File: config.mk
export PLATFORM = sky130hd
export DESIGN_NAME = rgb_hsv_color_classifier_top_flat
export DESIGN_NICKNAME = d
export VERILOG_FILES = /design/src/rtl/core/rhc_pkg.sv /design/src/rtl/core/rhc_in_if.sv /design/src/rtl/core/rhc_out_if.sv /design/src/rtl/core/rhc_cfg_if.sv /design/src/rtl/core/rhc_cfg_regs.sv /design/src/rtl/core/rhc_front.sv /design/src/rtl/core/rhc_div_step.sv /design/src/rtl/core/rhc_classify.sv /design/src/rtl/core/rgb_hsv_color_classifier_top.sv /design/src/flat_wrapper.sv
export SDC_FILE = /design/constraint.sdc
export NUM_CORES = 2
export LEC_CHECK = 0
export ABC_AREA = 1
export BUFFER_PORTS_ARGS = -buffer_cell sky130_fd_sc_hd__clkbuf_2
export CORE_MARGIN = 4
export CORE_UTILIZATION = 45
export CTS_CLUSTER_SIZE = 40
export DETAILED_ROUTE_END_ITERATION = 6
export PLACE_DENSITY_LB_ADDON = 0.3
export SYNTH_ARGS = -nofsm -noshare
export SYNTH_HDL_FRONTEND = slang
export SYNTH_HIERARCHICAL = 1
export SYNTH_SLANG_ARGS = --single-unit
File: constraint.sdc
create_clock -name clk -period 9.1 [get_ports clk]
set_clock_uncertainty 0.2 [all_clocks]
set_input_delay 0.91 -clock clk [delete_from_list [all_inputs] [get_ports clk]]
set_output_delay 0.91 -clock clk [all_outputs]
set_load 0.02 [all_outputs]
File: src/rtl/core/rhc_pkg.sv
// Package for the RGB to HSV color classifier: widths, constants, codes,
// configuration and pipeline structs, hue compare helpers. No dependencies.
package rhc_pkg;

  // Channel and payload widths
  localparam int RAW_W      = 10;
  localparam int GAIN_W     = 16;
  localparam int GAIN_FRAC  = 14;
  // 1023 * 0xFFFF >> 14 is at most 4091, so a scaled channel never reaches
  // the 65535 ceiling and fits in 12 bits.
  localparam int CH_W       = RAW_W + GAIN_W - GAIN_FRAC;
  localparam int VAL_W      = 16;
  localparam int SAT_W      = 11;
  localparam int SAT_FRAC   = 10;
  localparam int QUO_W      = 13;                // hue quotient, 0..5759
  localparam int DVD_W      = CH_W + QUO_W;      // divider dividend
  localparam int NUM_W      = DVD_W + 2;         // signed hue numerator work width
  localparam int DEG_W      = 9;
  localparam int HUE_THR_W  = DEG_W + 5;         // 16 * degrees, with headroom
  localparam int CLS_W      = 3;

  localparam int CFG_IDX_W  = 3;
  localparam int CFG_DATA_W = 48;

  // Hue numerator constants, in sixteenths of a degree
  localparam logic signed [NUM_W-1:0] HUE_SPAN      = NUM_W'(960);   // 60 deg
  localparam logic signed [NUM_W-1:0] HUE_GREEN_OFS = NUM_W'(1920);  // 120 deg
  localparam logic signed [NUM_W-1:0] HUE_BLUE_OFS  = NUM_W'(3840);  // 240 deg
  localparam logic signed [NUM_W-1:0] HUE_FULL      = NUM_W'(5760);  // 360 deg

  // Black hue window for arena mode
  localparam int BLACK_HUE_CENTER     = 125;
  localparam int BLACK_HUE_HALF_WIDTH = 30;
  localparam int BLACK_HUE_LO         = BLACK_HUE_CENTER - BLACK_HUE_HALF_WIDTH;
  localparam int BLACK_HUE_HI         = BLACK_HUE_CENTER + BLACK_HUE_HALF_WIDTH;
  localparam logic BLACK_LO_NEG = (BLACK_HUE_LO < 0);
  localparam logic [HUE_THR_W-1:0] BLACK_THR_LO =
      HUE_THR_W'((BLACK_HUE_LO < 0) ? 0 : BLACK_HUE_LO * 16);
  localparam logic [HUE_THR_W-1:0] BLACK_THR_HI = HUE_THR_W'(BLACK_HUE_HI * 16);

  localparam logic [GAIN_W-1:0] GAIN_UNITY = GAIN_W'(16'h4000);

  typedef enum logic [CLS_W-1:0] {
    CLS_WHITE   = 3'd0,
    CLS_BLACK   = 3'd1,
    CLS_OUTSIDE = 3'd2,
    CLS_RED     = 3'd3,
    CLS_GREEN   = 3'd4,
    CLS_YELLOW  = 3'd5,
    CLS_NONE    = 3'd6
  } color_class_t;

  typedef enum logic [CFG_IDX_W-1:0] {
    REG_ARENA_MODE   = 3'd0,
    REG_RGB_GAINS    = 3'd1,
    REG_WHITE_LIMITS = 3'd2,
    REG_BLACK_VMAX   = 3'd3,
    REG_BLACK_VMIN   = 3'd4,
    REG_RED_HUE      = 3'd5,
    REG_GREEN_HUE    = 3'd6,
    REG_YELLOW_HUE   = 3'd7
  } cfg_idx_t;

  typedef enum logic [1:0] {
    SEC_RED,
    SEC_GREEN,
    SEC_BLUE
  } hue_sector_t;

  typedef struct packed {
    logic              arena_mode;
    logic [GAIN_W-1:0] gain_red;
    logic [GAIN_W-1:0] gain_green;
    logic [GAIN_W-1:0] gain_blue;
    logic [SAT_W-1:0]  white_sat_max;
    logic [VAL_W-1:0]  white_value_min;
    logic [VAL_W-1:0]  black_value_max;
    logic [VAL_W-1:0]  black_value_min;
    logic [DEG_W-1:0]  red_lo;
    logic [DEG_W-1:0]  red_hi;
    logic [DEG_W-1:0]  green_lo;
    logic [DEG_W-1:0]  green_hi;
    logic [DEG_W-1:0]  yellow_lo;
    logic [DEG_W-1:0]  yellow_hi;
  } cfg_t;

  // Register values after reset: unity gains, everything else zero
  localparam cfg_t CFG_RESET = '{gain_red:   GAIN_UNITY,
                                 gain_green: GAIN_UNITY,
                                 gain_blue:  GAIN_UNITY,
                                 default:    '0};

  // One lane of the restoring divider: partial remainder, dividend bits
  // not yet consumed (MSB first) and quotient bits produced so far.
  typedef struct packed {
    logic [CH_W-1:0]  den;
    logic [CH_W-1:0]  rem;
    logic [QUO_W-1:0] dvd;
    logic [QUO_W-1:0] quo;
  } div_lane_t;

  typedef struct packed {
    logic            valid;
    div_lane_t       hue;
    div_lane_t       sat;
    logic [CH_W-1:0] value;
  } div_stage_t;

  // 16 * degrees, as a compare threshold
  function automatic logic [HUE_THR_W-1:0] deg_thr(input logic [DEG_W-1:0] deg);
    deg_thr = {1'b0, deg, 4'b0000};
  endfunction

  // Exact hue > thr, from floor quotient and nonzero remainder
  function automatic logic hue_gt(input logic [QUO_W-1:0] q, input logic rem_nz,
                                  input logic [HUE_THR_W-1:0] thr);
    logic [HUE_THR_W-1:0] qx;
    qx = HUE_THR_W'(q);
    hue_gt = (qx > thr) || ((qx == thr) && rem_nz);
  endfunction

  // Exact hue < thr
  function automatic logic hue_lt(input logic [QUO_W-1:0] q,
                                  input logic [HUE_THR_W-1:0] thr);
    hue_lt = HUE_THR_W'(q) < thr;
  endfunction

endpackage

File: src/rtl/core/rhc_in_if.sv
// Input sample channel: valid/ready with the three raw channel readings.
// Depends on rhc_pkg.
interface rhc_in_if import rhc_pkg::*; ();
  logic             valid;
  logic             ready;
  logic [RAW_W-1:0] raw_red;
  logic [RAW_W-1:0] raw_green;
  logic [RAW_W-1:0] raw_blue;

  modport source (output valid, raw_red, raw_green, raw_blue, input ready);
  modport sink   (input valid, raw_red, raw_green, raw_blue, output ready);
endinterface

File: src/rtl/core/rhc_out_if.sv
// Result channel: valid/ready with class, hue, saturation and value.
// Depends on rhc_pkg.
interface rhc_out_if import rhc_pkg::*; ();
  logic             valid;
  logic             ready;
  logic [CLS_W-1:0] color_class;
  logic [QUO_W-1:0] hue_sixteenths;
  logic [SAT_W-1:0] saturation_q10;
  logic [VAL_W-1:0] value_scaled;

  modport source (output valid, color_class, hue_sixteenths, saturation_q10,
                  value_scaled, input ready);
  modport sink   (input valid, color_class, hue_sixteenths, saturation_q10,
                  value_scaled, output ready);
endinterface

File: src/rtl/core/rhc_cfg_if.sv
// Configuration write channel: valid/ready with register index and data.
// Depends on rhc_pkg.
interface rhc_cfg_if import rhc_pkg::*; ();
  logic                  valid;
  logic                  ready;
  logic [CFG_IDX_W-1:0]  index;
  logic [CFG_DATA_W-1:0] data;

  modport source (output valid, index, data, input ready);
  modport sink   (input valid, index, data, output ready);
endinterface

File: src/rtl/core/rhc_cfg_regs.sv
// Configuration register file for the classifier.
// Depends on rhc_pkg and rhc_cfg_if.
module rhc_cfg_regs import rhc_pkg::*; (
  input  logic          clk,
  input  logic          rst_n,
  rhc_cfg_if.sink       cfg_if,
  output cfg_t          cfg
);

  cfg_t cfg_r, cfg_nxt;

  assign cfg_if.ready = 1'b1;
  assign cfg          = cfg_r;

  always_comb begin
    cfg_nxt = cfg_r;
    if (cfg_if.valid) begin
      unique case (cfg_idx_t'(cfg_if.index))
        REG_ARENA_MODE: begin
          cfg_nxt.arena_mode = cfg_if.data[0];
        end
        REG_RGB_GAINS: begin
          cfg_nxt.gain_red   = cfg_if.data[15:0];
          cfg_nxt.gain_green = cfg_if.data[31:16];
          cfg_nxt.gain_blue  = cfg_if.data[47:32];
        end
        REG_WHITE_LIMITS: begin
          cfg_nxt.white_sat_max   = cfg_if.data[10:0];
          cfg_nxt.white_value_min = cfg_if.data[26:11];
        end
        REG_BLACK_VMAX: begin
          cfg_nxt.black_value_max = cfg_if.data[15:0];
        end
        REG_BLACK_VMIN: begin
          cfg_nxt.black_value_min = cfg_if.data[15:0];
        end
        REG_RED_HUE: begin
          cfg_nxt.red_lo = cfg_if.data[8:0];
          cfg_nxt.red_hi = cfg_if.data[17:9];
        end
        REG_GREEN_HUE: begin
          cfg_nxt.green_lo = cfg_if.data[8:0];
          cfg_nxt.green_hi = cfg_if.data[17:9];
        end
        REG_YELLOW_HUE: begin
          cfg_nxt.yellow_lo = cfg_if.data[8:0];
          cfg_nxt.yellow_hi = cfg_if.data[17:9];
        end
      endcase
    end
  end

  always_ff @(posedge clk) begin
    if (!rst_n) begin
      cfg_r <= CFG_RESET;
    end else begin
      cfg_r <= cfg_nxt;
    end
  end

endmodule

File: src/rtl/core/rhc_front.sv
// Front end: gain scaling, max/min/sector, hue numerator and divider setup.
// Three register stages. Depends on rhc_pkg.
module rhc_front import rhc_pkg::*; (
  input  logic             clk,
  input  logic             rst_n,
  input  logic             en,
  input  logic             in_valid,
  input  logic [RAW_W-1:0] raw_red,
  input  logic [RAW_W-1:0] raw_green,
  input  logic [RAW_W-1:0] raw_blue,
  input  cfg_t             cfg,
  output div_stage_t       div_in
);

  // Stage A: scaled channels
  logic                       a_valid_r;
  logic [CH_W-1:0]            a_red_r, a_green_r, a_blue_r;
  logic [RAW_W+GAIN_W-1:0]    prod_red, prod_green, prod_blue;

  // Stage B: value, delta, sector and signed channel difference
  logic                       b_valid_r;
  logic [CH_W-1:0]            b_value_r, b_value_nxt;
  logic [CH_W-1:0]            b_delta_r, b_delta_nxt;
  hue_sector_t                b_sector_r, b_sector_nxt;
  logic signed [CH_W:0]       b_diff_r, b_diff_nxt;
  logic [CH_W-1:0]            min_val;

  // Stage C: divider operands
  div_stage_t                 c_stage_r, c_stage_nxt;
  logic signed [NUM_W-1:0]    diff_x, delta_x, num_s;
  logic [DVD_W-1:0]           num_u, sat_dvd;

  assign prod_red   = (RAW_W+GAIN_W)'(raw_red)   * (RAW_W+GAIN_W)'(cfg.gain_red);
  assign prod_green = (RAW_W+GAIN_W)'(raw_green) * (RAW_W+GAIN_W)'(cfg.gain_green);
  assign prod_blue  = (RAW_W+GAIN_W)'(raw_blue)  * (RAW_W+GAIN_W)'(cfg.gain_blue);

  always_ff @(posedge clk) begin
    if (!rst_n) begin
      a_valid_r <= 1'b0;
    end else if (en) begin
      a_valid_r <= in_valid;
    end
  end

  always_ff @(posedge clk) begin
    if (en) begin
      a_red_r   <= prod_red[RAW_W+GAIN_W-1:GAIN_FRAC];
      a_green_r <= prod_green[RAW_W+GAIN_W-1:GAIN_FRAC];
      a_blue_r  <= prod_blue[RAW_W+GAIN_W-1:GAIN_FRAC];
    end
  end

  // Red wins ties, then green
  always_comb begin
    b_value_nxt = a_red_r;
    if (a_green_r > b_value_nxt) b_value_nxt = a_green_r;
    if (a_blue_r > b_value_nxt)  b_value_nxt = a_blue_r;
    min_val = a_red_r;
    if (a_green_r < min_val) min_val = a_green_r;
    if (a_blue_r < min_val)  min_val = a_blue_r;
    b_delta_nxt = b_value_nxt - min_val;
    if (a_red_r == b_value_nxt) begin
      b_sector_nxt = SEC_RED;
      b_diff_nxt   = $signed({1'b0, a_green_r}) - $signed({1'b0, a_blue_r});
    end else if (a_green_r == b_value_nxt) begin
      b_sector_nxt = SEC_GREEN;
      b_diff_nxt   = $signed({1'b0, a_blue_r}) - $signed({1'b0, a_red_r});
    end else begin
      b_sector_nxt = SEC_BLUE;
      b_diff_nxt   = $signed({1'b0, a_red_r}) - $signed({1'b0, a_green_r});
    end
  end

  always_ff @(posedge clk) begin
    if (!rst_n) begin
      b_valid_r <= 1'b0;
    end else if (en) begin
      b_valid_r <= a_valid_r;
    end
  end

  always_ff @(posedge clk) begin
    if (en) begin
      b_value_r  <= b_value_nxt;
      b_delta_r  <= b_delta_nxt;
      b_sector_r <= b_sector_nxt;
      b_diff_r   <= b_diff_nxt;
    end
  end

  // Hue numerator in sixteenths of a degree; always lands in 0..5760*delta-1
  always_comb begin
    diff_x  = NUM_W'(b_diff_r);
    delta_x = $signed(NUM_W'(b_delta_r));
    unique case (b_sector_r)
      SEC_RED: begin
        num_s = diff_x * HUE_SPAN;
        if (num_s < 0) num_s = num_s + delta_x * HUE_FULL;
      end
      SEC_GREEN: num_s = diff_x * HUE_SPAN + delta_x * HUE_GREEN_OFS;
      SEC_BLUE:  num_s = diff_x * HUE_SPAN + delta_x * HUE_BLUE_OFS;
      default:   num_s = '0;
    endcase
    num_u   = (b_delta_r == '0) ? '0 : num_s[DVD_W-1:0];
    sat_dvd = DVD_W'({b_delta_r, SAT_FRAC'(0)});

    c_stage_nxt.valid   = b_valid_r;
    c_stage_nxt.value   = b_value_r;
    c_stage_nxt.hue.den = (b_delta_r == '0) ? CH_W'(1) : b_delta_r;
    c_stage_nxt.hue.rem = num_u[DVD_W-1:QUO_W];
    c_stage_nxt.hue.dvd = num_u[QUO_W-1:0];
    c_stage_nxt.hue.quo = '0;
    c_stage_nxt.sat.den = b_value_r;
    c_stage_nxt.sat.rem = sat_dvd[DVD_W-1:QUO_W];
    c_stage_nxt.sat.dvd = sat_dvd[QUO_W-1:0];
    c_stage_nxt.sat.quo = '0;
  end

  always_ff @(posedge clk) begin
    if (!rst_n) begin
      c_stage_r.valid <= 1'b0;
    end else if (en) begin
      c_stage_r <= c_stage_nxt;
    end
  end

  assign div_in = c_stage_r;

endmodule

File: src/rtl/core/rhc_div_step.sv
// One registered step of the two-lane restoring divider (hue and
// saturation): one quotient bit per lane. Depends on rhc_pkg.
module rhc_div_step import rhc_pkg::*; (
  input  logic       clk,
  input  logic       rst_n,
  input  logic       en,
  input  div_stage_t d,
  output div_stage_t q
);

  div_stage_t q_r, q_nxt;

  function automatic div_lane_t lane_step(input div_lane_t l);
    logic [CH_W:0] t;
    logic          ge;
    div_lane_t     o;
    t  = {l.rem, l.dvd[QUO_W-1]};
    ge = t >= {1'b0, l.den};
    o.den = l.den;
    o.rem = ge ? CH_W'(t - {1'b0, l.den}) : t[CH_W-1:0];
    o.dvd = {l.dvd[QUO_W-2:0], 1'b0};
    o.quo = {l.quo[QUO_W-2:0], ge};
    lane_step = o;
  endfunction

  always_comb begin
    q_nxt       = d;
    q_nxt.hue   = lane_step(d.hue);
    q_nxt.sat   = lane_step(d.sat);
  end

  always_ff @(posedge clk) begin
    if (!rst_n) begin
      q_r.valid <= 1'b0;
    end else if (en) begin
      q_r <= q_nxt;
    end
  end

  assign q = q_r;

endmodule

File: src/rtl/core/rhc_classify.sv
// Classification and output register: thresholds against exact hue and
// saturation from quotient and remainder. Depends on rhc_pkg.
module rhc_classify import rhc_pkg::*; (
  input  logic             clk,
  input  logic             rst_n,
  input  logic             en,
  input  div_stage_t       d,
  input  cfg_t             cfg,
  output logic             out_valid,
  output logic [CLS_W-1:0] color_class,
  output logic [QUO_W-1:0] hue_sixteenths,
  output logic [SAT_W-1:0] saturation_q10,
  output logic [VAL_W-1:0] value_scaled
);

  logic             valid_r;
  color_class_t     cls_r, cls_nxt;
  logic [QUO_W-1:0] hue_r;
  logic [SAT_W-1:0] sat_r, sat_nxt;
  logic [VAL_W-1:0] value_r, value_nxt;

  logic             rem_nz, white_sat, black_win;
  logic             is_red, is_green, is_yellow;

  always_comb begin
    rem_nz    = d.hue.rem != '0;
    value_nxt = VAL_W'(d.value);
    // divide by zero value: saturation is zero by definition
    sat_nxt   = (d.value == '0) ? '0 : d.sat.quo[SAT_W-1:0];
    // floor(1024*delta/v) < smax  <=>  1024*delta < smax*v
    white_sat = sat_nxt < cfg.white_sat_max;

    black_win = (BLACK_LO_NEG || hue_gt(d.hue.quo, rem_nz, BLACK_THR_LO)) &&
                hue_lt(d.hue.quo, BLACK_THR_HI);
    is_red    = hue_lt(d.hue.quo, deg_thr(cfg.red_lo)) ||
                hue_gt(d.hue.quo, rem_nz, deg_thr(cfg.red_hi));
    is_green  = hue_gt(d.hue.quo, rem_nz, deg_thr(cfg.green_lo)) &&
                hue_lt(d.hue.quo, deg_thr(cfg.green_hi));
    is_yellow = hue_gt(d.hue.quo, rem_nz, deg_thr(cfg.yellow_lo)) &&
                hue_lt(d.hue.quo, deg_thr(cfg.yellow_hi));

    priority if (value_nxt > cfg.white_value_min && white_sat) begin
      cls_nxt = CLS_WHITE;
    end else if (cfg.arena_mode && value_nxt < cfg.black_value_max) begin
      cls_nxt = black_win ? CLS_BLACK : CLS_OUTSIDE;
    end else if (!cfg.arena_mode && value_nxt > cfg.black_value_min &&
                 value_nxt < cfg.black_value_max) begin
      cls_nxt = CLS_BLACK;
    end else if (!cfg.arena_mode && value_nxt < cfg.black_value_min) begin
      cls_nxt = CLS_OUTSIDE;
    end else if (is_red) begin
      cls_nxt = CLS_RED;
    end else if (is_green) begin
      cls_nxt = CLS_GREEN;
    end else if (is_yellow) begin
      cls_nxt = CLS_YELLOW;
    end else begin
      cls_nxt = CLS_NONE;
    end
  end

  always_ff @(posedge clk) begin
    if (!rst_n) begin
      valid_r <= 1'b0;
    end else if (en) begin
      valid_r <= d.valid;
    end
  end

  always_ff @(posedge clk) begin
    if (en) begin
      cls_r   <= cls_nxt;
      hue_r   <= d.hue.quo;
      sat_r   <= sat_nxt;
      value_r <= value_nxt;
    end
  end

  assign out_valid      = valid_r;
  assign color_class    = cls_r;
  assign hue_sixteenths = hue_r;
  assign saturation_q10 = sat_r;
  assign value_scaled   = value_r;

endmodule

File: src/rtl/core/rgb_hsv_color_classifier_top.sv
// RGB to HSV color classifier, pipelined: a new sample may be transferred
// in every cycle while in_if.ready is high, and its result passes through
// 3 front-end stages for gain scaling, max/min and hue numerator, 13 divider
// steps that produce hue and saturation one quotient bit each, and 1 output stage.
// The whole pipeline advances together: it moves whenever the output
// register is empty or its result is being transferred, so in_if.ready
// drops only while a finished result waits on out_if. Configuration
// writes are always taken and should be made only with the pipeline empty.
// Depends on rhc_pkg, the three channel interfaces and the rhc_* modules.
module rgb_hsv_color_classifier_top import rhc_pkg::*; (
  input  logic       clk,
  input  logic       rst_n,
  rhc_in_if.sink     in_if,
  rhc_out_if.source  out_if,
  rhc_cfg_if.sink    cfg_if
);

  cfg_t       cfg;
  logic       en;
  logic       out_valid;
  div_stage_t div_pipe [QUO_W+1];

  // Global advance: output slot free or being drained this cycle
  assign en          = !out_valid || out_if.ready;
  assign in_if.ready = en;
  assign out_if.valid = out_valid;

  rhc_cfg_regs u_cfg (
    .clk    (clk),
    .rst_n  (rst_n),
    .cfg_if (cfg_if),
    .cfg    (cfg)
  );

  // Scaling, value/delta, hue numerator; feeds the divider
  rhc_front u_front (
    .clk       (clk),
    .rst_n     (rst_n),
    .en        (en),
    .in_valid  (in_if.valid),
    .raw_red   (in_if.raw_red),
    .raw_green (in_if.raw_green),
    .raw_blue  (in_if.raw_blue),
    .cfg       (cfg),
    .div_in    (div_pipe[0])
  );

  // Restoring divider, one quotient bit per stage for both lanes.
  // Saturation quotient never exceeds 1024, so its top two bits stay zero.
  for (genvar i = 0; i < QUO_W; i++) begin : g_div
    rhc_div_step u_step (
      .clk   (clk),
      .rst_n (rst_n),
      .en    (en),
      .d     (div_pipe[i]),
      .q     (div_pipe[i+1])
    );
  end

  // Class decision and output register
  rhc_classify u_cls (
    .clk            (clk),
    .rst_n          (rst_n),
    .en             (en),
    .d              (div_pipe[QUO_W]),
    .cfg            (cfg),
    .out_valid      (out_valid),
    .color_class    (out_if.color_class),
    .hue_sixteenths (out_if.hue_sixteenths),
    .saturation_q10 (out_if.saturation_q10),
    .value_scaled   (out_if.value_scaled)
  );

endmodule
File: src/flat_wrapper.sv
// flat-port wrapper written by rule: the top's interface ports become plain ports
module rgb_hsv_color_classifier_top_flat import rhc_pkg::*;
  (clk, rst_n, in_if_valid, in_if_raw_red, in_if_raw_green, in_if_raw_blue, in_if_ready, out_if_valid, out_if_color_class, out_if_hue_sixteenths, out_if_saturation_q10, out_if_value_scaled, out_if_ready, cfg_if_valid, cfg_if_index, cfg_if_data, cfg_if_ready);
  rhc_in_if in_if_i ();
  rhc_out_if out_if_i ();
  rhc_cfg_if cfg_if_i ();
  input  logic clk;
  input  logic rst_n;
  input wire logic [$bits(in_if_i.valid)-1:0] in_if_valid;
  input wire logic [$bits(in_if_i.raw_red)-1:0] in_if_raw_red;
  input wire logic [$bits(in_if_i.raw_green)-1:0] in_if_raw_green;
  input wire logic [$bits(in_if_i.raw_blue)-1:0] in_if_raw_blue;
  output wire logic [$bits(in_if_i.ready)-1:0] in_if_ready;
  output wire logic [$bits(out_if_i.valid)-1:0] out_if_valid;
  output wire logic [$bits(out_if_i.color_class)-1:0] out_if_color_class;
  output wire logic [$bits(out_if_i.hue_sixteenths)-1:0] out_if_hue_sixteenths;
  output wire logic [$bits(out_if_i.saturation_q10)-1:0] out_if_saturation_q10;
  output wire logic [$bits(out_if_i.value_scaled)-1:0] out_if_value_scaled;
  input wire logic [$bits(out_if_i.ready)-1:0] out_if_ready;
  input wire logic [$bits(cfg_if_i.valid)-1:0] cfg_if_valid;
  input wire logic [$bits(cfg_if_i.index)-1:0] cfg_if_index;
  input wire logic [$bits(cfg_if_i.data)-1:0] cfg_if_data;
  output wire logic [$bits(cfg_if_i.ready)-1:0] cfg_if_ready;
  assign in_if_i.valid = in_if_valid;
  assign in_if_i.raw_red = in_if_raw_red;
  assign in_if_i.raw_green = in_if_raw_green;
  assign in_if_i.raw_blue = in_if_raw_blue;
  assign in_if_ready = in_if_i.ready;
  assign out_if_valid = out_if_i.valid;
  assign out_if_color_class = out_if_i.color_class;
  assign out_if_hue_sixteenths = out_if_i.hue_sixteenths;
  assign out_if_saturation_q10 = out_if_i.saturation_q10;
  assign out_if_value_scaled = out_if_i.value_scaled;
  assign out_if_i.ready = out_if_ready;
  assign cfg_if_i.valid = cfg_if_valid;
  assign cfg_if_i.index = cfg_if_index;
  assign cfg_if_i.data = cfg_if_data;
  assign cfg_if_ready = cfg_if_i.ready;
  rgb_hsv_color_classifier_top u_core (.clk(clk), .rst_n(rst_n), .in_if(in_if_i), .out_if(out_if_i), .cfg_if(cfg_if_i));
endmodule
* Yosys cells after proc, flatten, opt, wreduce, memory -nomap -nowiden
Cells that the tools add are included.
** Word-level totals
- Flip-flop bits (word level) :: 1192
- Word-level logic and storage cells :: 320
- Output and inout port bits :: 46
- Input port bits :: 86
** Cells by class
- Reduce and logical (&&, ||, !) cells :: 34
- $lt $le $gt $ge :: 44
- Add/subtract/negate cells :: 32
- Multiply operators :: 7
- Eq/ne operators :: 15
- Mux-type cells :: 42
** Operators with widths (count)
- $mux W12 :: 28
- $ge A13 B12 Y1 :: 25
- $sub A12 B12 Y12 :: 25
- $mul A10 B16 Y26 :: 3
- $pmux W25 S3 :: 1
- $add A24 B25 Y25 :: 2
- $eq A13 B13 Y1 :: 3
- $gt A13 B13 Y1 :: 3
- $lt A13 B13 Y1 :: 3
- $sub A12 B12 Y13 :: 3
- $gt A12 B16 Y1 :: 2
- $lt A12 B16 Y1 :: 2
- $mul A12 B4 Y16 const B :: 2
- $mux W13 :: 2
- $add A24 B24 Y25 :: 1
- $mux W25 :: 1
- $eq A12 B12 Y1 :: 2
- $gt A12 B12 Y1 :: 2
- $logic_not A12 Y1 :: 2
- $lt A12 B12 Y1 :: 2
- $lt A24 B1 Y1 const B :: 1
- $mul A12 B6 Y18 const B :: 1
- $mul A13 B5 Y18 const B :: 1
- $reduce_and A2 Y1 :: 9
- 21 further kinds :: 48

* Depth between registers and ports, before layout
- Depth in word-level cells :: 10
- Depth in mapped cells :: 36
- Gate-level depth less buffers :: 35

* By module
The synthesis kept the hierarchy.
** By module, submodules not included
- rhc_div_step (u_core.g_div[0].u_step ...) :: cells an instance 490, area each 5351.4 sq um, instances 12, seq. area each 3323.2 sq um
- rhc_front :: cells an instance 4052, area each 30717.0 sq um, instances 1, seq. area each 3963.8 sq um
- rhc_cfg_regs :: cells an instance 937, area each 6409.9 sq um, instances 1, seq. area each 3243.1 sq um
- rhc_div_step (u_core.g_div[3].u_step) :: cells an instance 489, area each 5360.1 sq um, instances 1, seq. area each 3323.2 sq um
- rhc_classify :: cells an instance 570, area each 4306.6 sq um, instances 1, seq. area each 1191.1 sq um
- rgb_hsv_color_classifier_top :: cells an instance 2, area each 7.5 sq um, instances 1, seq. area each 0.0 sq um

* Worst setup path after synthesis
Ideal clock, no wire load.
- Path type :: input to register
- Start point :: input out_if_ready
- End point :: register u_core.g_div[0].u_step.q_r (netlist bit u_core/g_div[0].u_step/q[0]) (enable)
- Setup slack :: 1.958 ns
- Arrival time :: 6.479 ns
- Setup time :: 0.463 ns
- Buffers on the path :: 0
- Data required time :: 8.437 ns
- Cell stages on the path :: 4
- Cells stage by stage :: inv_1 nand2_1 nand2_1 inv_1
** On the way
- Cells in the longest elaborated chain, start to end :: 2
** RTL lines
- from (decl) :: line flat_wrapper.sv:19 : input wire logic [$bits(out_if_i.ready)-1:0] out_if_ready;
- $logic_or A1 B1 Y1 :: line rgb_hsv_color_classifier_top.sv:24 : assign en = !out_valid || out_if.ready;
- net in_if_ready :: line flat_wrapper.sv:13 : output wire logic [$bits(in_if_i.ready)-1:0] in_if_ready;
- $reduce_and A2 Y1 (no line)
- to (signal assigned) :: line rhc_div_step.sv:36 : q_r <= q_nxt;
- to (decl) :: line rhc_div_step.sv:11 : div_stage_t q_r, q_nxt;
The timed path passes the listed nets, and every way through them passes these cells.
A chain may end at the register's enable or synchronous reset.

* Final worst setup path
- Start point :: register u_core.u_front.a_green_r[2]
- End point :: register u_core.u_front.b_delta_r[9], data pin
** On the way
- Cells in the longest elaborated chain, start to end :: 5
- Elaborated cells on any way between the ends :: 9
- Those cells by class :: add/sub: 1; order compare: 4; mux: 4
** RTL lines
- from (decl) :: line rhc_front.sv:17 : logic [CH_W-1:0] a_red_r, a_green_r, a_blue_r;
- from (signal assigned) :: line rhc_front.sv:48 : a_green_r <= prod_green[RAW_W+GAIN_W-1:GAIN_FRAC];
- $gt A12 B12 Y1 / $lt A12 B12 Y1 (equally long branches) :: line rhc_front.sv:56, rhc_front.sv:59
- $mux W12, on equally long branches :: line rhc_front.sv:56, rhc_front.sv:59
- $gt A12 B12 Y1 / $lt A12 B12 Y1 (equally long branches) :: line rhc_front.sv:57, rhc_front.sv:60
- $mux W12, on equally long branches :: line rhc_front.sv:57, rhc_front.sv:60
- $sub A12 B12 Y12 (*) :: line rhc_front.sv:61 : b_delta_nxt = b_value_nxt - min_val;
- net u_core.u_front.b_delta_nxt[9] :: line rhc_front.sv:23 : logic [CH_W-1:0] b_delta_r, b_delta_nxt;
- to (signal assigned) :: line rhc_front.sv:85 : b_delta_r <= b_delta_nxt;
- to (decl) :: line rhc_front.sv:23
The timed path passes the listed nets; every way through them passes the cells marked *.

==> results.tsv <==
metric	value	unit
fp.dieArea	227200	sq um
slew_viol_final	0	
cap_violations	0	
routed_via_density	5.086	
antenna_found_initial	1	
yosysWarnings	6	
routed_wl	239800	um
insertion_delay	810	ps
fp.dieH	476.7	um
area_growth	8.262	%
detail-route-antenna-nets	0	
ios	132	
crit_buf_inv	3	
overflow	0	
outcome	finished, final reports clean	
first_iter_violations	5049	
grt_use_total	21.00	%
grt_setup_unrepaired	false	
postSynthCellCount	11390	
ctsResizeCount	0	
path_class	reg -> reg	
cpMaxStageDelayCell	edfxtp_1	
setup_viol	0	
cts_buffers	156	
finalCritPeriodShare	67.72	%
drive_gt1_share	7.406	%
grt_pass1_vias	73910	
io_buffers	126	
tightest_slew	1280	ps
final_nets	12750	
start_util	45.39	%
drc	0	
wire_per_inst	16.61	um
grt_max_degree	95	
via_count	73440	
max_clock_freq	162.3	MHz
core-area	217800	sq um
crit_fanout	24	
place.gp.congestion	0.9506	
rows	171	
final_common_cell	nand2_1	
ctsHoldBuffers	0	
grt_pass1_wl	388100	um
crit_path_frequent_cell	nand2_1	
clkTransAtPathRegs	60	ps
clockRootBuffer	clkbuf_16	
finalSetupTns	0	ps
slowest_delay	490	ps
dp_hpwl	187000	um
firstDrtPassIters	7	
cp.required	9450	ps
synth.avg_cell_area	8.681	sq um
cts_buffer_depth	3	
cts_tree	done	
critical_path_arrival	6520	ps
die_width	476.7	um
worstSetupEndpointType	flip-flop	
worstSetupStartpointType	flip-flop	
critPathTopFamily	simple AND/OR/NAND/NOR gates	
synth_area	98860	sq um
cts.sinks	1405	
cts_setup_buffers	0	
slew_headroom	14.38	%
finalHoldViolCount	0	
hp-class	in -> reg	
htreeDepth	4	
finalCriticalPeriod	6162	ps
final_cell_mix	nand2_1 (2982), inv_1 (2299), edfxtp_1 (1226), ha_1 (790), nor2_1 (778)	
fillers	20450	
-- final cells by class --
type                       instances  area (sq um)  share of cell area, %
inverter                        2324          8738                  8.165
antenna                            1         2.502               0.002338
sequential                      1405         40400                  37.75
timing repair buffer             158         877.1                 0.8195
clock buffer                     191          4105                  3.836
tap                             2854          3571                  3.337
multi-input combinational       7411         48180                  45.01
clock inverter                    96          1155                  1.079
-- routing by layer --
metal  GRT usage, %  vias up  wire length (um)
met4          6.652        0              7359
met5              0        -                 0
li1               -    36410                 -
met2          36.22     1732            115600
met3          2.794      383             11510
met1          27.41    34910            105300
-- registers in the layout, summed over array words and instances, names as in the netlist, 2 cells and up --
name	count
u_core/u_cls/hue_sixteenths	13
u_core/u_front/a_blue_r	12
u_core/g_div.u_step/q	1070
u_core/u_front/b_value_r	12
u_core/u_front/div_in	56
u_core/u_cfg/cfg	162
u_core/u_cls/saturation_q10	11
u_core/u_cls/value_scaled	12
u_core/u_front/b_sector_r	2
u_core/u_front/a_green_r	12
u_core/u_front/b_delta_r	12
u_core/u_front/a_red_r	12
u_core/u_front/b_diff_r	13
u_core/u_cls/color_class	3
-- through the flow --
step           setup WS, ps  cells  area, sq um  hold WS (ps)  utilization (%)
2_1_floorplan          2458  11410        98930         200.3                -
3_3_place_gp           2489  14150       101800         200.1            46.72
3_5_place_dp           2582  14150       101800         204.5            46.72
4_1_cts                3054  14440       107000         16.91            49.14
5_1_grt                2457  14440       107000         82.49            49.14
6_report               2938  14440       107000         102.1            49.14
-- final timing paths --
check,end,from,slack [ps],depth (start not counted)
setup reg to reg,u_core/u_front/b_delta_r[9]$_DFFE_PP_,u_core/u_front/a_green_r[2]$_DFFE_PP_,2940,28
hold / removal,u_core/u_cfg/cfg[127]$_SDFFE_PN1P_,cfg_if_data[46],100,3
hold reg to reg,u_core/g_div[12].u_step/q[4]$_DFFE_PP_,u_core/g_div[11].u_step/q[4]$_DFFE_PP_,190,0
setup / recovery,u_core/u_front/b_delta_r[9]$_DFFE_PP_,u_core/u_front/a_green_r[2]$_DFFE_PP_,2940,28
-- worst reg2reg max path, delay by kind of cell (launching register included) --
family / cells / cell delay [ps]
AND/OR/NAND/NOR: 14 / 2050
AO/OA/AOI/OAI: 7 / 1770
adder cells (fa/ha/maj): 3 / 1020
flip-flops: 1 / 490
buffers and inverters: 3 / 250
XOR/XNOR: 1 / 140
Power is left out: the tool's default activity adds up to more than one toggle a clock period on the data nets, which glitch-free logic cannot reach.
